**src/design/cptr_pkg.sv**
```systemverilog
// Shared types and constants of the capture-period tachometer.
package cptr_pkg;

  localparam int unsigned CaptW       = 16;
  localparam int unsigned ReloadW     = 16;
  localparam int unsigned PeriodW     = 17;
  localparam int unsigned RpmW        = 16;
  localparam int unsigned WheelW      = 2;
  localparam int unsigned MaxWheels   = 4;
  localparam int unsigned FrameW      = RpmW * MaxWheels;
  localparam int unsigned CfgIdxW     = 4;
  localparam int unsigned CfgDataW    = ReloadW;

  localparam int unsigned DefWheelCount = 4;
  localparam int unsigned DefRpmScale   = 15;
  localparam int unsigned DefQueueDepth = 2;

  // Register index of the first reload register; wheel w sits at base + w
  localparam logic [CfgIdxW-1:0] REG_RELOAD_BASE = 4'd0;

  localparam logic [ReloadW-1:0] ReloadResetVal = 16'hFFFF;

  typedef enum logic [1:0] {
    RF_OK   = 2'd0,
    RF_SAT  = 2'd1,
    RF_ZERO = 2'd2
  } range_flag_e;

  // Classified item handed from the front to the back
  typedef struct packed {
    logic [WheelW-1:0]  wheel;
    logic [ReloadW-1:0] reload;
    logic [PeriodW-1:0] period;
  } job_t;

endpackage

```
**src/design/cptr_front.sv**
```systemverilog
// Front end: reload registers, item intake and wrap-corrected period.
module cptr_front (
  input  logic                          clk_i,
  input  logic                          rst_ni,
  input  logic                          cfg_we_i,
  input  logic [cptr_pkg::CfgIdxW-1:0]  cfg_index_i,
  input  logic [cptr_pkg::CfgDataW-1:0] cfg_data_i,
  input  logic                          in_valid_i,
  output logic                          in_ready_o,
  input  logic [cptr_pkg::WheelW-1:0]   wheel_i,
  input  logic [cptr_pkg::CaptW-1:0]    first_i,
  input  logic [cptr_pkg::CaptW-1:0]    second_i,
  output logic                          job_valid_o,
  input  logic                          job_ready_i,
  output cptr_pkg::job_t                job_o
);
  import cptr_pkg::*;

  logic [ReloadW-1:0] reload_q [MaxWheels];
  logic [ReloadW-1:0] reload;
  logic [PeriodW-1:0] wrap_sum;
  logic [PeriodW-1:0] period;

  always_ff @(posedge clk_i or negedge rst_ni) begin
    if (!rst_ni) begin
      for (int w = 0; w < MaxWheels; w++) begin
        reload_q[w] <= ReloadResetVal;
      end
    end else if (cfg_we_i) begin
      // drop writes to indexes beyond the register list
      for (int w = 0; w < MaxWheels; w++) begin
        if (cfg_index_i == REG_RELOAD_BASE + CfgIdxW'(w)) begin
          reload_q[w] <= cfg_data_i;
        end
      end
    end
  end

  assign reload   = reload_q[wheel_i];
  assign wrap_sum = {1'b0, reload} + {1'b0, second_i};

  always_comb begin
    if (first_i > second_i) begin
      // counter wrapped between the captures; clamp if captures exceed reload
      if (wrap_sum >= {1'b0, first_i}) begin
        period = wrap_sum - {1'b0, first_i};
      end else begin
        period = '0;
      end
    end else begin
      period = {1'b0, second_i - first_i};
    end
  end

  assign in_ready_o    = job_ready_i;
  assign job_valid_o   = in_valid_i;
  assign job_o.wheel   = wheel_i;
  assign job_o.reload  = reload;
  assign job_o.period  = period;

endmodule

```
**src/design/cptr_queue.sv**
```systemverilog
// Short flop-based queue of classified items between front and back.
module cptr_queue #(
  parameter int unsigned DEPTH = cptr_pkg::DefQueueDepth
) (
  input  logic           clk_i,
  input  logic           rst_ni,
  input  logic           push_valid_i,
  output logic           push_ready_o,
  input  cptr_pkg::job_t push_data_i,
  output logic           pop_valid_o,
  input  logic           pop_ready_i,
  output cptr_pkg::job_t pop_data_o
);
  import cptr_pkg::*;

  localparam int unsigned PtrW = (DEPTH > 1) ? $clog2(DEPTH) : 1;
  localparam int unsigned CntW = $clog2(DEPTH + 1);

  job_t            mem_q [DEPTH];
  logic [PtrW-1:0] wr_ptr_q, rd_ptr_q;
  logic [CntW-1:0] count_q;
  logic            push, pop;

  assign push_ready_o = (count_q != CntW'(DEPTH));
  assign pop_valid_o  = (count_q != '0);
  assign push         = push_valid_i && push_ready_o;
  assign pop          = pop_valid_o && pop_ready_i;
  assign pop_data_o   = mem_q[rd_ptr_q];

  function automatic logic [PtrW-1:0] next_ptr(input logic [PtrW-1:0] p);
    if (p == PtrW'(DEPTH - 1)) begin
      return '0;
    end
    return p + PtrW'(1);
  endfunction

  always_ff @(posedge clk_i) begin
    if (push) begin
      mem_q[wr_ptr_q] <= push_data_i;
    end
  end

  always_ff @(posedge clk_i or negedge rst_ni) begin
    if (!rst_ni) begin
      wr_ptr_q <= '0;
      rd_ptr_q <= '0;
      count_q  <= '0;
    end else begin
      if (push) begin
        wr_ptr_q <= next_ptr(wr_ptr_q);
      end
      if (pop) begin
        rd_ptr_q <= next_ptr(rd_ptr_q);
      end
      if (push && !pop) begin
        count_q <= count_q + CntW'(1);
      end else if (pop && !push) begin
        count_q <= count_q - CntW'(1);
      end
    end
  end

endmodule

```
**src/design/cptr_back.sv**
```systemverilog
// Back end: iterative divider, scaling with saturation, speed store, result register.
module cptr_back #(
  parameter int unsigned WHEEL_COUNT = cptr_pkg::DefWheelCount,
  parameter int unsigned RPM_SCALE   = cptr_pkg::DefRpmScale
) (
  input  logic                         clk_i,
  input  logic                         rst_ni,
  input  logic                         job_valid_i,
  output logic                         job_ready_o,
  input  cptr_pkg::job_t               job_i,
  output logic                         out_valid_o,
  input  logic                         out_ready_i,
  output logic [cptr_pkg::WheelW-1:0]  wheel_id_o,
  output logic [cptr_pkg::PeriodW-1:0] period_o,
  output logic [cptr_pkg::RpmW-1:0]    rpm_o,
  output logic [cptr_pkg::FrameW-1:0]  frame_o,
  output cptr_pkg::range_flag_e        flag_o
);
  import cptr_pkg::*;

  localparam int unsigned ScaleW = $clog2(RPM_SCALE + 1);
  localparam int unsigned ProdW  = ReloadW + ScaleW;
  localparam int unsigned StepW  = $clog2(ReloadW);

  typedef enum logic [1:0] {
    S_IDLE,
    S_DIV,
    S_SCALE,
    S_OUT
  } state_e;

  state_e             state_q;
  job_t               job_q;
  logic [PeriodW-1:0] rem_q;
  logic [ReloadW-1:0] quo_q;
  logic [StepW-1:0]   step_q;
  logic [ProdW-1:0]   prod_q;
  logic               zero_q;
  logic               out_valid_q;
  logic [WheelW-1:0]  wheel_id_q;
  logic [PeriodW-1:0] period_q;
  logic [RpmW-1:0]    rpm_q;
  logic [FrameW-1:0]  frame_q;
  range_flag_e        flag_q;
  logic [RpmW-1:0]    store_q [WHEEL_COUNT];

  logic [PeriodW:0]   trial;
  logic               fits;
  logic               load_out;
  range_flag_e        flag_d;
  logic [RpmW-1:0]    rpm_d;
  logic [RpmW-1:0]    store_d [WHEEL_COUNT];
  logic [FrameW-1:0]  frame_d;

  // one restoring step: bring in the next dividend bit, subtract if it fits
  assign trial = {rem_q, quo_q[ReloadW-1]};
  assign fits  = (trial >= {1'b0, job_q.period});

  assign load_out    = (state_q == S_OUT) && (!out_valid_q || out_ready_i);
  assign job_ready_o = (state_q == S_IDLE);

  always_comb begin
    if (zero_q) begin
      flag_d = RF_ZERO;
      rpm_d  = '0;
    end else if (prod_q > ProdW'({RpmW{1'b1}})) begin
      flag_d = RF_SAT;
      rpm_d  = '1;
    end else begin
      flag_d = RF_OK;
      rpm_d  = prod_q[RpmW-1:0];
    end
    for (int w = 0; w < WHEEL_COUNT; w++) begin
      store_d[w] = (job_q.wheel == WheelW'(w)) ? rpm_d : store_q[w];
    end
  end

  for (genvar w = 0; w < MaxWheels; w++) begin : g_lane
    if (w < WHEEL_COUNT) begin : g_used
      assign frame_d[w*RpmW +: RpmW] = store_d[w];
    end else begin : g_unused
      assign frame_d[w*RpmW +: RpmW] = '0;
    end
  end

  always_ff @(posedge clk_i or negedge rst_ni) begin
    if (!rst_ni) begin
      state_q     <= S_IDLE;
      job_q       <= '0;
      rem_q       <= '0;
      quo_q       <= '0;
      step_q      <= '0;
      prod_q      <= '0;
      zero_q      <= 1'b0;
      out_valid_q <= 1'b0;
      wheel_id_q  <= '0;
      period_q    <= '0;
      rpm_q       <= '0;
      frame_q     <= '0;
      flag_q      <= RF_OK;
      for (int w = 0; w < WHEEL_COUNT; w++) begin
        store_q[w] <= '0;
      end
    end else begin
      if (load_out) begin
        out_valid_q <= 1'b1;
      end else if (out_ready_i) begin
        out_valid_q <= 1'b0;
      end
      unique case (state_q)
        S_IDLE: begin
          if (job_valid_i) begin
            job_q  <= job_i;
            rem_q  <= '0;
            quo_q  <= job_i.reload;
            step_q <= '0;
            prod_q <= '0;
            zero_q <= (job_i.period == '0);
            state_q <= (job_i.period == '0) ? S_OUT : S_DIV;
          end
        end
        S_DIV: begin
          rem_q  <= fits ? PeriodW'(trial - {1'b0, job_q.period}) : trial[PeriodW-1:0];
          quo_q  <= {quo_q[ReloadW-2:0], fits};
          step_q <= step_q + StepW'(1);
          if (step_q == StepW'(ReloadW - 1)) begin
            state_q <= S_SCALE;
          end
        end
        S_SCALE: begin
          prod_q  <= ProdW'(quo_q) * ProdW'(RPM_SCALE);
          state_q <= S_OUT;
        end
        S_OUT: begin
          // hold here while the previous result is still waiting
          if (load_out) begin
            wheel_id_q  <= job_q.wheel;
            period_q    <= job_q.period;
            rpm_q       <= rpm_d;
            frame_q     <= frame_d;
            flag_q      <= flag_d;
            for (int w = 0; w < WHEEL_COUNT; w++) begin
              store_q[w] <= store_d[w];
            end
            state_q <= S_IDLE;
          end
        end
        default: state_q <= S_IDLE;
      endcase
    end
  end

  assign out_valid_o = out_valid_q;
  assign wheel_id_o  = wheel_id_q;
  assign period_o    = period_q;
  assign rpm_o       = rpm_q;
  assign frame_o     = frame_q;
  assign flag_o      = flag_q;

  a_div_nonzero: assert property (@(posedge clk_i) disable iff (!rst_ni)
    (state_q == S_DIV) |-> (job_q.period != '0))
    else $error("divider running on a zero period");

  a_quotient_bound: assert property (@(posedge clk_i) disable iff (!rst_ni)
    (state_q == S_SCALE) |->
      ((33'(quo_q) * 33'(job_q.period)) <= 33'(job_q.reload)) &&
      ((33'(quo_q) * 33'(job_q.period)) + 33'(job_q.period) > 33'(job_q.reload)))
    else $error("quotient out of range after division");

  a_zero_flag: assert property (@(posedge clk_i) disable iff (!rst_ni)
    out_valid_q |-> ((flag_q == RF_ZERO) == (period_q == '0)))
    else $error("zero-period flag disagrees with period");

  a_flag_rpm: assert property (@(posedge clk_i) disable iff (!rst_ni)
    (out_valid_q && (flag_q == RF_ZERO)) |-> (rpm_q == '0))
    else $error("zero-period result with nonzero rpm");

endmodule

```
**src/design/capture_period_to_rpm.sv**
```systemverilog
// Top level of the four-wheel capture-period tachometer.
//
// Input stream (s_axis): one item per completed capture pair of one wheel.
//   tuser carries the wheel channel, tdata the two 16-bit timer snapshots.
// Output stream (m_axis): exactly one result item per input item, in order:
//   wheel id, wrap-corrected period, rpm = RPM_SCALE * (reload / period)
//   saturated to 16 bits, the packed frame of all stored wheel speeds after
//   this update, and a range flag (ok, saturated, zero period).
// Configuration: cfg_we_i writes reload register cfg_index_i (0..3) with
//   cfg_data_i; other indexes are ignored. Write only while the block is idle.
// Flow: an accepted item passes through the queue, 16 steps of the shared
//   restoring divider, a scaling step and the output register. The back end
//   takes no new item until its last result is loaded; its divider yields
//   one quotient bit per cycle. A zero period skips the divider and the
//   scaling step.
// Reset clears the stored speeds to zero, sets every reload to 65535 and
//   empties the queue. When the receiver stalls, the result register holds,
//   the back end waits with its next result and the queue keeps taking
//   items until it is full, then tready drops.
module capture_period_to_rpm #(
  parameter int unsigned WHEEL_COUNT = cptr_pkg::DefWheelCount,
  parameter int unsigned RPM_SCALE   = cptr_pkg::DefRpmScale,
  parameter int unsigned QUEUE_DEPTH = cptr_pkg::DefQueueDepth
) (
  input  logic                          clk_i,
  input  logic                          rst_ni,
  input  logic                          cfg_we_i,
  input  logic [cptr_pkg::CfgIdxW-1:0]  cfg_index_i,
  input  logic [cptr_pkg::CfgDataW-1:0] cfg_data_i,
  input  logic                          s_axis_tvalid,
  output logic                          s_axis_tready,
  input  logic [31:0]                   s_axis_tdata,  // [15:0] first_capture,
                                                       // [31:16] second_capture
  input  logic [1:0]                    s_axis_tuser,  // [1:0] wheel_select
  output logic                          m_axis_tvalid,
  input  logic                          m_axis_tready,
  output logic [103:0]                  m_axis_tdata,  // [16:0] period_ticks, [32:17] wheel_rpm,
                                                       // [96:33] rpm_frame, [103:97] zero
  output logic [3:0]                    m_axis_tuser   // [1:0] wheel_id, [3:2] range_flag
);
  import cptr_pkg::*;

  job_t        front_job, queue_job;
  logic        front_valid, front_ready;
  logic        queue_valid, queue_ready;
  logic [WheelW-1:0]  wheel_id;
  logic [PeriodW-1:0] period;
  logic [RpmW-1:0]    rpm;
  logic [FrameW-1:0]  frame;
  range_flag_e        flag;

  // Classify: look up the channel's reload and form the period
  cptr_front u_front (
    .clk_i       (clk_i),
    .rst_ni      (rst_ni),
    .cfg_we_i    (cfg_we_i),
    .cfg_index_i (cfg_index_i),
    .cfg_data_i  (cfg_data_i),
    .in_valid_i  (s_axis_tvalid),
    .in_ready_o  (s_axis_tready),
    .wheel_i     (s_axis_tuser),
    .first_i     (s_axis_tdata[15:0]),
    .second_i    (s_axis_tdata[31:16]),
    .job_valid_o (front_valid),
    .job_ready_i (front_ready),
    .job_o       (front_job)
  );

  // Decouple intake from the divider
  cptr_queue #(
    .DEPTH (QUEUE_DEPTH)
  ) u_queue (
    .clk_i        (clk_i),
    .rst_ni       (rst_ni),
    .push_valid_i (front_valid),
    .push_ready_o (front_ready),
    .push_data_i  (front_job),
    .pop_valid_o  (queue_valid),
    .pop_ready_i  (queue_ready),
    .pop_data_o   (queue_job)
  );

  // Divide, scale, saturate, update the store and hold the result
  cptr_back #(
    .WHEEL_COUNT (WHEEL_COUNT),
    .RPM_SCALE   (RPM_SCALE)
  ) u_back (
    .clk_i       (clk_i),
    .rst_ni      (rst_ni),
    .job_valid_i (queue_valid),
    .job_ready_o (queue_ready),
    .job_i       (queue_job),
    .out_valid_o (m_axis_tvalid),
    .out_ready_i (m_axis_tready),
    .wheel_id_o  (wheel_id),
    .period_o    (period),
    .rpm_o       (rpm),
    .frame_o     (frame),
    .flag_o      (flag)
  );

  assign m_axis_tdata = {7'd0, frame, rpm, period};
  assign m_axis_tuser = {flag, wheel_id};

endmodule
```
**config.mk**
```make
export PLATFORM = sky130hd
export DESIGN_NAME = capture_period_to_rpm
export DESIGN_NICKNAME = d
export VERILOG_FILES = /design/src/design/cptr_pkg.sv /design/src/design/cptr_front.sv /design/src/design/cptr_queue.sv /design/src/design/cptr_back.sv /design/src/design/capture_period_to_rpm.sv
export SDC_FILE = /design/constraint.sdc
export NUM_CORES = 1
export LEC_CHECK = 0
export BUFFER_PORTS_ARGS = -buffer_cell sky130_fd_sc_hd__buf_2
export CAP_MARGIN = 15
export CORE_ASPECT_RATIO = 0.9
export CORE_MARGIN = 4
export CORE_UTILIZATION = 40
export CTS_BUF_LIST = sky130_fd_sc_hd__clkbuf_8
export DETAILED_ROUTE_END_ITERATION = 12
export HOLD_SLACK_MARGIN = 0.1
export PLACE_DENSITY = 0.67
export SETUP_SLACK_MARGIN = 0.05
export SKIP_CTS_REPAIR_TIMING = 1
export SLEW_MARGIN = 10
export SYNTH_ARGS = -nofsm -noshare
export SYNTH_HDL_FRONTEND = slang
export SYNTH_SLANG_ARGS = --single-unit
```
**constraint.sdc**
```tcl
create_clock -name clk_i -period 5.5 [get_ports clk_i]
set_clock_uncertainty 0.15 [all_clocks]
set_input_delay 0.55 -clock clk_i [delete_from_list [all_inputs] [get_ports clk_i]]
set_output_delay 0.55 -clock clk_i [all_outputs]
set_load 0.05 [all_outputs]
```
Yosys cells after proc, flatten, opt, wreduce, memory -nomap -nowiden
Memories as Yosys holds them, arrays and structs flattened. Index checks and enable logic that the tools add are counted.

Register bits: 313. Bits in writable memories: 70. Output and inout bits: 110. Logic and storage cells: 124. Memories: 1.

Add/sub/neg operators: 9. Multipliers: 1. $lt $le $gt $ge: 5. Eq/ne operators: 14. Mux-type cells: 41. Bitwise logic cells: 1. Reduce and logical (&&, ||, !) cells: 27.

Memories: u_queue.mem_q (words 2, width 35, read ports 1, clocked after Yosys merged registers in 0, write ports 1, line cptr_queue.sv:19) `job_t mem_q [DEPTH];`.

Operators with widths (count): 16-bit two-way mux (9); 17-bit two-way mux (4); 20-bit one-hot mux with 2 select lines (1); 17-bit one-hot mux with 2 select lines (1); 16-bit binary-select mux with 2-bit select (1); 16-bit one-hot mux with 2 select lines (1); 20-bit by 16-bit > comparator with 1-bit output, second input constant (1); 16-bit by 4-bit multiplier with 20-bit output, second input constant (1); 20-bit two-way mux (1); 18-bit by 17-bit >= comparator with 1-bit output (1); 16-bit by 16-bit adder with 17-bit output (1); 17-bit by 16-bit >= comparator with 1-bit output (1); 17-bit zero test (1); 17-bit by 16-bit subtractor with 17-bit output (1); 17-bit subtractor (1); 16-bit > comparator (1); 2-bit AND reduction (8); 16-bit subtractor (1); 2-bit two-way mux (7); 1-bit two-way mux (13); 2-bit nonzero test (5); 2-bit == test, second input constant (4); 4-bit by 2-bit == test with 1-bit output, second input constant (2); 2-bit one-hot mux with 4 select lines (1); other kinds (19) (30).

Longest topological paths before layout
Word-level depth: 8. Depth in mapped cells: 21.

By module
A second synthesis with hierarchy kept.

Cells, all modules: 1634. Area, all modules: 18172.4 sq um.

Modules (own cells, without submodules): cptr_back (instances 1, cells an instance 991, area each 9823.2 sq um); cptr_front (instances 1, cells an instance 508, area each 5422.7 sq um); cptr_queue (instances 1, cells an instance 127, area each 2870.3 sq um); capture_period_to_rpm (instances 1, cells an instance 8, area each 56.3 sq um).

Worst setup path after synthesis
Ideal clock, no wire load.

Path kind: input-to-reg. Start: input port s_axis_tuser[0]. End: memory u_queue.mem_q[0][12] (netlist name) (data pin). Library setup time: 0.267 ns. Arrival: 5.324 ns. Data required time: 5.083 ns. Setup slack: -0.240 ns. Stages on the path: 21. Cells stage by stage: clkbuf_1 buf_1 mux4_2 fa_1 a211oi_2 o21ai_0 and3_1 o21ai_0 nand2b_1 a21oi_1 xnor2_1 ha_1 a21o_1 a211oi_1 nand2_1 o21ai_1 o21ai_0 and2_1 o21ai_1 buf_2 o22ai_1.

RTL lines: start, declared (line capture_period_to_rpm.sv:34) `input logic [1:0] s_axis_tuser,`; end, declared (line cptr_queue.sv:19).

==> run metrics <==
Yosys reg bits=319; Distinct cells, synth=approximately 80; R2R depth=20; sequential share of the synthesized area=around half; Final setup viols=0; Max Cap Violations=0; FF-to-FF End=u_queue.mem_q[1][8]$_DFFE_PP_; Avg WL per Cell=17.4 µm; Hold Vio Cnt, Final=0; run status=complete, no violations; clk_lat worst skew=0.63 ns; DR pass1 iterations=5; CP max stage cell=mux4_2; share of Yosys cell area claimed by the top area cell type=a little over a quarter; num ports=roughly 170; Area contributors post-synth=dfrtp_1, edfxtp_1, dfstp_2; worst hold path class=input pin to flop; kind of critical path=flop to flop; antenna-violating nets left=0; async set-or-reset flop fraction in the synthesized netlist=78.1%; antenna violations before repair=1; first-pass GRT wire length=between 60000 and 70000 µm; CP arrival=around 5.3 ns; vias=around 13000; TritonCTS clock tree=yes; RR Startpoint=u_front.reload_q[0]$_DFFE_PN1P_; CTS Sinks=319; NumNets Final=1976; most common cell in the netlist=nand2_1; worst hold start=s_axis_tvalid; Synth Warn #=0; Initial DRC Count=760; die span in y=205 µm; CP cell instances=mux4_2 > ha_1 > fa_1 > a211oi_2 > o21ai_0 > and3_1 > o21ai_0 > nand2b_1 > a21oi_1 > xnor2_1 > ha_1 > a21o_1 > a211oi_2 > nand2_1 > o21ai_1 > o21ai_0 > and2_1 > o21ai_1 > buf_4 > o22ai_1; Routed WL=41500 µm; CP Launch Type=flop; Total Routing Usage GR=17.5%; CP max FO=12; root buffer cell=clkbuf_8; largest area contributor in the netlist=dfrtp_1; number of global-route vias before repair=12400; port bufs=161; Residual DRC=0; CTS max path bufs=3; most frequent CP cell=o21ai_0; Reg2Reg Setup Slack=around 0.39 ns; Max Freq=0.196 GHz; worst-margin pin slew=0.997 ns; area delta synth->final=15.1%; gr ovfl total=0; TritonCTS buffer count=52; Placeable Area=42900 µm²; initial core utilization=40.4%; syn_area_per_cell=around 11 µm²; crit end category=flop; hold-critical path depth=3; Vias/cell=between 5 and 6; GPL Wtd Cong=0.903; die area=46700 µm²; # diodes=0; synth cell count leaders=nand2_1, o21ai_0, dfrtp_1; Mapped Cells=1606; RSZ-0062 raised after global routing=false; Worst Hold End=u_queue.wr_ptr_q$_DFFE_PN0P_; CP required=5.65 ns; Largest stage delay, worst path=approximately 0.54 ns; setup TNS=0 ns; final worst-path cycle share=93.0%; post-synthesis cell area=17300 µm²; Die Wd=227 µm; FP Rows=72; Filler cells=3966; clk slew on worst S/H paths=0.06 ns; minimum clock period=5.11 ns; largest net degree at the start of global routing=130; Post-DP HPWL=30300 µm; share of layout cells above drive strength 1=22.9%; Main synth FF type=dfrtp_1; relative slew slack=33.4%; H-tree Lvls=2; Max Slew Vio Count=0; number of synthesized flops with an enable pin=70
==> cell families (layout without fill, tap and decap cells) <==
group | Yosys count | in the layout | share of synthesized area [%]
AOI/OAI and AO/OA | 412 | 412 | 14.5
xor gates and xnor gates | 63 | 63 | 3.19
adders and majority gates | 127 | 127 | 10.6
buffers and inverters | 147 | 363 | 3.48
DFF | 319 | 319 | 48.6
muxes | 133 | 133 | 9.34
other | 1 | 7 | 0.0217
and+or+nand+nor | 404 | 404 | 10.3
==> how the worst max path moves through the flow <==
stage	start	depth (start not counted)	end
finish	u_front.reload_q[0]$_DFFE_PN1P_	20	u_queue.mem_q[1][8]$_DFFE_PP_
global route	u_front.reload_q[0]$_DFFE_PN1P_	20	u_queue.mem_q[0][13]$_DFFE_PP_
CTS	u_front.reload_q[0]$_DFFE_PN1P_	20	u_queue.mem_q[1][8]$_DFFE_PP_
detailed placement	s_axis_tuser[0]	21	u_queue.mem_q[0][8]$_DFFE_PP_
global placement	s_axis_tuser[0]	21	u_queue.mem_q[1][12]$_DFFE_PP_
floorplan	s_axis_tuser[0]	21	u_queue.mem_q[0][12]$_DFFE_PP_
==> sequential cells by signal (all words and copies together) (netlist names) <==
signal	count
u_queue.count_q	2
u_back.step_q	4
u_queue.mem_q	70
u_queue.wr_ptr_q	1
u_back.prod_q	20
u_back.quo_q	16
u_back.period_o	17
u_front.reload_q	64
u_back.state_q	2
u_queue.rd_ptr_q	1
u_back.frame_o	64
u_back.zero_q	1
u_back.rem_q	17
u_back.wheel_id_o	2
u_back.rpm_o	16
u_back.job_q	19
u_back.out_valid_o	1
u_back.flag_o	2
==> critical path: cells and delay by family, from the launching register on <==
kind / cells / cell delay (ns)
AOI/OAI and AO/OA: 10 / 1.84
xor gates and xnor gates: 1 / 0.14
buffers and inverters: 1 / 0.21
muxes: 1 / 0.54
adders and majority gates: 3 / 1.00
DFF: 1 / 0.36
and+or+nand+nor: 4 / 0.56
==> layout by cell type, fill, tap and decap left out, types with 20 or more instances in the layout <==
cell type | Yosys | final
edfxtp_1 | 70 | 70
fa_1 | 33 | 33
ha_1 | 94 | 94
o21bai_1 | 22 | 22
nand3_1 | 20 | 20
buf_2 | 5 | 160
xor2_1 | 24 | 24
inv_1 | 76 | 98
mux2i_1 | 49 | 49
dfstp_2 | 64 | 64
nand2_1 | 210 | 209
nor2_1 | 80 | 78
clkbuf_8 | 0 | 63
a21oi_1 | 72 | 72
xnor2_1 | 39 | 39
mux2_2 | 68 | 68
dfrtp_1 | 185 | 184
o21ai_0 | 194 | 193
==> through the flow <==
stage               utilization (%)  hold slack, ns  setup WS (ns)  area [µm²]  cells
finish                         46.5           0.154          0.385       19900   2383
detailed placement             43.6           0.315         0.0419       18700   2273
floorplan                         -           0.104         0.0974       17300   1612
CTS                            46.0          -0.119          0.382       19700   2365
global placement               43.6           0.307          0.112       18700   2273
global route                   46.5           0.153         0.0766       19900   2383
==> metal layers <==
metal / track usage [%] / part of all wire, %
met5: 0 / 0
met4: 4.93 / 2.6
met3: 3.01 / 5.5
met2: 26.9 / 44
met1: 25.7 / 48
==> area by class of cell <==
cell class | instances | area, µm² | share of cell area [%]
flip-flops and latches | 319 | 8410 | 42.2
multi-input cells | 1146 | 8350 | 41.9
repair buffers | 195 | 1150 | 5.75
clock buffers | 63 | 867 | 4.35
well taps | 555 | 694 | 3.48
inverters | 76 | 285 | 1.43
clock inverters | 29 | 175 | 0.879
Power is left out: the tool's default activity adds up to more than one toggle a clock period on the data nets, which glitch-free logic cannot reach.
